`src/ydvr_pkg.sv`:
```
// ============================================================================
// ydvr_pkg: shared types and constants for the yaw delta vector rotator
// Angle units, datapath widths, quadrant codes and the arctangent table of
// the pipelined CORDIC rotator.
// ============================================================================
package ydvr_pkg;

    // Field widths
    localparam int YAW_W   = 17;
    localparam int PITCH_W = 16;
    localparam int MOV_W   = 16;

    // Internal datapath widths
    localparam int DIFF_W  = 19;   // yaw difference with headroom for a full-turn add
    localparam int DELTA_W = 16;   // reduced delta, 0..46079
    localparam int RES_W   = 14;   // residual angle, -5760..5759
    localparam int ROT_W   = 17;   // movement after quarter turn (holds +32768)
    localparam int GAIN_W  = 25;
    localparam int XY_W    = 42;   // Q24 vector components
    localparam int Z_W     = 28;   // angle accumulator, 2^-20 degree
    localparam int Z_SHIFT = 13;   // 1/128 degree to 2^-20 degree
    localparam int FRAC_W  = 24;   // fraction bits of x and y
    localparam int OUT_W   = XY_W - FRAC_W;

    // Angle constants in 1/128 degree
    localparam int ANGLE_FULL    = 46080;
    localparam int ANGLE_QUARTER = 11520;
    localparam int ANGLE_EIGHTH  = 5760;
    localparam int PITCH_LIMIT   = 11520;

    localparam int ATAN_ENTRIES = 24;

    // CORDIC gain compensation in Q24
    localparam logic signed [GAIN_W-1:0] GAIN_Q24 = 25'sd10188014;

    // Coarse quarter-turn applied ahead of the CORDIC
    typedef enum logic [1:0] {
        QUAD_0,
        QUAD_90,
        QUAD_180,
        QUAD_270
    } ydvr_quad_t;

    // Vector state carried through the rotator stages
    typedef struct packed {
        logic [XY_W-1:0] x;
        logic [XY_W-1:0] y;
        logic [Z_W-1:0]  z;
        logic            neg;
    } ydvr_vec_t;

    // atan(2^-i) in degrees scaled by 2^20, rounded to nearest
    function automatic logic [Z_W-1:0] atan_value(input logic [4:0] idx);
        logic [Z_W-1:0] v;
        case (idx)
            5'd0:    v = 28'd47185920;
            5'd1:    v = 28'd27855475;
            5'd2:    v = 28'd14718068;
            5'd3:    v = 28'd7471121;
            5'd4:    v = 28'd3750058;
            5'd5:    v = 28'd1876857;
            5'd6:    v = 28'd938658;
            5'd7:    v = 28'd469357;
            5'd8:    v = 28'd234682;
            5'd9:    v = 28'd117342;
            5'd10:   v = 28'd58671;
            5'd11:   v = 28'd29335;
            5'd12:   v = 28'd14668;
            5'd13:   v = 28'd7334;
            5'd14:   v = 28'd3667;
            5'd15:   v = 28'd1833;
            5'd16:   v = 28'd917;
            5'd17:   v = 28'd458;
            5'd18:   v = 28'd229;
            5'd19:   v = 28'd115;
            5'd20:   v = 28'd57;
            5'd21:   v = 28'd29;
            5'd22:   v = 28'd14;
            5'd23:   v = 28'd7;
            default: v = '0;
        endcase
        return v;
    endfunction

endpackage

```
`src/ydvr_cordic_stage.sv`:
```
// ============================================================================
// ydvr_cordic_stage: one registered CORDIC micro-rotation
// Rotates the vector by +/- atan(2^-STEP) depending on the sign of the
// residual angle, with its own valid bit and ready pass-back.
// ============================================================================
module ydvr_cordic_stage #(
    parameter int STEP = 0
) (
    input  logic                clk,
    input  logic                rst_n,
    input  logic                in_valid,
    input  ydvr_pkg::ydvr_vec_t in_data,
    input  logic                down_ready,
    output logic                up_ready,
    output logic                out_valid,
    output ydvr_pkg::ydvr_vec_t out_data
);
    import ydvr_pkg::*;

    logic                   valid_reg;
    ydvr_vec_t              data_reg;
    ydvr_vec_t              data_next;
    logic signed [XY_W-1:0] x_in;
    logic signed [XY_W-1:0] y_in;
    logic signed [Z_W-1:0]  z_in;
    logic signed [XY_W-1:0] dx;
    logic signed [XY_W-1:0] dy;
    logic signed [Z_W-1:0]  angle;

    // Accept when empty or when the next stage takes the held beat
    assign up_ready = ~valid_reg | down_ready;

    // Micro-rotation toward zero residual angle
    always_comb
    begin
        x_in  = $signed(in_data.x);
        y_in  = $signed(in_data.y);
        z_in  = $signed(in_data.z);
        dx    = y_in >>> STEP;
        dy    = x_in >>> STEP;
        angle = $signed(atan_value(5'(STEP)));
        data_next.neg = in_data.neg;
        if (!z_in[Z_W-1])
        begin
            data_next.x = x_in - dx;
            data_next.y = y_in + dy;
            data_next.z = z_in - angle;
        end
        else
        begin
            data_next.x = x_in + dx;
            data_next.y = y_in - dy;
            data_next.z = z_in + angle;
        end
    end

    // Advance the valid bit
    always_ff @(posedge clk or negedge rst_n)
    begin
        if (!rst_n)
            valid_reg <= 1'b0;
        else if (up_ready)
            valid_reg <= in_valid;
    end

    // Capture the rotated vector
    always_ff @(posedge clk)
    begin
        if (up_ready && in_valid)
            data_reg <= data_next;
    end

    assign out_valid = valid_reg;
    assign out_data  = data_reg;

endmodule

```
`config.mk`:
```
export PLATFORM = sky130hd
export DESIGN_NAME = ydvr_cordic_stage
export DESIGN_NICKNAME = d
export VERILOG_FILES = /design/src/ydvr_pkg.sv /design/src/ydvr_cordic_stage.sv
export SDC_FILE = /design/constraint.sdc
export NUM_CORES = 1
export LEC_CHECK = 0
export ABC_AREA = 1
export BUFFER_PORTS_ARGS = -buffer_cell sky130_fd_sc_hd__buf_4
export CAP_MARGIN = 40
export CORE_MARGIN = 1.5
export CORE_UTILIZATION = 30
export CTS_BUF_LIST = sky130_fd_sc_hd__clkbuf_4 sky130_fd_sc_hd__clkbuf_8
export DETAILED_ROUTE_END_ITERATION = 6
export HOLD_SLACK_MARGIN = 0.05
export PLACE_DENSITY = 0.51
export SLEW_MARGIN = 20
export SYNTH_ARGS = -nofsm -noshare
export SYNTH_HDL_FRONTEND = slang
export SYNTH_SLANG_ARGS = --single-unit
```
`constraint.sdc`:
```
create_clock -name clk -period 10.4 [get_ports clk]
set_clock_uncertainty 0.05 [all_clocks]
set_input_delay 2.08 -clock clk [delete_from_list [all_inputs] [get_ports clk]]
set_output_delay 2.08 -clock clk [all_outputs]
set_load 0.01 [all_outputs]
```
# == Word-level counts from Yosys, hierarchy flattened ==
# Cells that the tools add are included.
# word_totals
reg_bits,114
inputBits,117
output_inout_bits,115
elab_cells,14
# op_classes
addsub,5
n_mux,1
bitwise,2
reduce_logical,1
# ops
operator,n
$mux 112,1
$sub 42x42->42,2
$add 42x42->42,1
$add 28x27->28 const B,1
$sub 28x27->28 const B,1
$logic_and 1x1->1,1
$not 1->1,1
$or 1x1->1,1

# == Longest topological paths before layout ==
# depth
depth_word,3
mapped_depth,18

# == Worst setup path after synthesis ==
# Ideal clock, no wire load.
# synth_path
path_type,input -> register
startpoint,input port in_valid
endpoint,"register data_reg (netlist bit out_data[0]), enable pin"
arrival_time_ns,7.521
required_time_ns,9.730
setup_slack_ns,2.209
cell_stages,2
path_buffers,0
cell_sequence,inv_1 > a21oi_1
# synth_via
elab_chain_len,1
# synth_rtl
element,line,text
from (decl),ydvr_cordic_stage.sv:11,"input logic in_valid,"
$logic_and 1x1->1,ydvr_cordic_stage.sv:69,if (up_ready && in_valid)
to (signal assigned),ydvr_cordic_stage.sv:70,data_reg <= data_next;
to (decl),ydvr_cordic_stage.sv:21,ydvr_vec_t data_reg;
# No other way between the ends.
# A chain may end at the register's enable or synchronous reset.

==> reports/qor.txt <==
status -> completed
Clock Tree Buf Depth -> 2
Synth area leaders -> edfxtp_1, nand2_1, ha_1
area leader, netlist -> edfxtp_1
Final min period -> 4720 ps
mapped cell area -> 0.0135 mm^2
DP Worst Slack -> 5230 ps
commonest cells after routing, fill and taps aside -> nand2_1, inv_1, buf_4, nor2_1, nand3_1
share of post-route cells with drive strength above 1 -> 0.136
Die Height -> 215 um
largest net degree at the start of global routing -> 64
P&R area growth vs syn -> 19.0%
worst skew pair latency -> 530 ps
IO buf count -> 231
vias -> 14,600
sequential fraction of the synthesis area -> 0.252
Post-CTS Resized -> 0
Ports -> 232
Post-Syn Nets -> 2,392
syn avg cell area -> 6.29 um^2
CTS Hold Bufs -> 0
Max FO, Critical Path -> 4
Reg2Reg Launch Point -> out_valid$_DFFE_PN0N_
R2R depth -> 3
Leakage -> 8.17 nW
Final #Nets -> 2,590
Multi-input gate area -> 0.00850 mm^2
antenna violations before repair -> 0
ANT nets after route -> 0
R2R Setup Slk -> 7970 ps
Synth top area share -> 0.250
final core occ -> 0.362
Data required, critical path -> 10,610 ps
Max-slew headroom -> 0.473
peak supply drop -> 0.0719 mV
drt initial violations -> 1,062
Die ar. -> 0.0462 mm^2
Hold Path End -> out_valid$_DFFE_PN0N_
Initial Util -> 0.305
core box area -> 0.0442 mm^2
EDFF count, synth -> 112
Slew @ Worst Pin -> 791 ps
Reg clk slew, reported paths -> 70 ps
Critical Path Sink Type -> register
max-slew violation count -> 0
unrepaired setup endpoints after global routing -> false
commonest non-fill, non-tap cell in the layout -> nand2_1
CTS H-tree depth -> 4
register area -> 0.00339 mm^2
Die W -> 215 um
Sink Count -> 113
drt wl/cell -> 19.8 um
filler instances -> 4,856
post-CTS setup buffers -> 0
Post-synth ARST share -> 0.00885
Mapped Cells -> 2,142
final worst setup slack -> 5680 ps
vias in the first global route -> 14,600
first-pass GRT wire length -> 86,600 um
clk root buf -> clkbuf_8
GRT Util Overall -> 0.251
PD cells -> 109 mW/mm^2
DRC violations left -> 0
Tcrit/Tclk final -> 0.453
Startpoint Class -> input pin
HP Class -> reg -> reg
R2R Path End -> out_data[95]$_DFFE_PP_
vias per cell -> 4.97
Seq cells post-synth -> 113
DP HPWL -> 49,200 um
critical path data arrival time -> 4920 ps
FMAX -> 212 MHz
max-cap check violation count -> 0
Setup-failing EPs final -> 0
CTS tree -> built
DRT Pass-1 Iters -> 6
Synth Flop Type -> edfxtp_1
setup TNS -> 0 ps
yosys warns -> 0
Ant. Diodes -> 0
placer's final routability congestion estimate -> 0.968
Setup CP Type -> in -> reg
cts bufs inserted -> 17
Final Hold Viols -> 0
total power -> 0.00175 W
routed wire length -> 58,400 um
hold_sp -> out_valid$_DFFE_PN0N_
synth unique cells -> 42
GR Overflow Total -> 0
Hold Path Depth -> 2
FP Rows -> 77
-- worst max-delay path: stages --
cell and delay [ps]:
buf_4 100, inv_1 40, ha_1 290, fa_1 570
o21ai_1 670, nand2_1 150, nand2_1 280, nand2_1 80
nand3_1 220, nand2_1 120, nand2_1 80, nand2_1 50
nand3_1 100, nand2_1 80
-- power breakdown --
part           internal (W)  switching (W)  leakage [nW]
logic              0.000255       0.000527          6.92
clock network      0.000178       0.000211         0.170
registers          0.000562      0.0000141          1.08
-- stage by stage --
stage | cells | cell area (um^2) | hold WS [ps]
floorplan | 2142 | 13500 | 559
global placement | 2911 | 15600 | 515
detailed placement | 2913 | 15700 | 532
CTS | 2945 | 16000 | 550
global route | 2945 | 16000 | 607
finish | 2945 | 16000 | 552
-- how the worst max path moves through the flow --
stage                 from                      to
2_1_floorplan     in_valid   out_data[0]$_DFFE_PP_
3_3_place_gp   in_data[29]  out_data[61]$_DFFE_PP_
3_5_place_dp   in_data[29]  out_data[61]$_DFFE_PP_
4_1_cts         down_ready                up_ready
5_1_grt        in_data[29]  out_data[53]$_DFFE_PP_
6_report       in_data[29]  out_data[53]$_DFFE_PP_
-- synthesized netlist by cell type, types with 11 or more instances --
library cell and instances:
edfxtp_1 112, nor3_1 11, o21ai_1 14, o21bai_1 20
inv_1 323, ha_1 129, a21oi_1 156, xor2_1 34
nor2_2 23, nand3_1 197, o21ai_0 111, nand4_1 14
buf_2 17, nor2_1 207, nand2_1 675, buf_4 27
-- final cells by class --
type	count	area share
Multi-Input combinational cell	1642	0.531
Sequential cell	113	0.212
Timing Repair Buffer	236	0.113
Inverter	330	0.0773
Tap cell	592	0.0462
Clock buffer	23	0.0174
Clock inverter	9	0.00391
-- metal layers --
metal / vias to the layer above / part of all wire / GRT usage
met3: 85 / 0.049 / 0.0318
li1: 7229 / - / -
met1: 6866 / 0.46 / 0.330
met5: - / 0 / 0
met2: 466 / 0.46 / 0.413
met4: 0 / 0.037 / 0.108
-- flip-flops by register name, indices dropped and copies added (netlist names) --
name       count
out_valid      1
out_data     112
-- kinds of logic (layout without fill, tap and decap cells) --
group	after synthesis	in the layout	share of synthesized area
AND/OR/NAND/NOR	1151	1151	0.354
XOR/XNOR	35	35	0.0228
flip-flops	113	113	0.252
adder cells (fa/ha/maj)	133	133	0.126
AO/OA/AOI/OAI	323	323	0.129
buffers and inverters	387	598	0.118
Note: power is estimated with default switching activity, not from simulation.
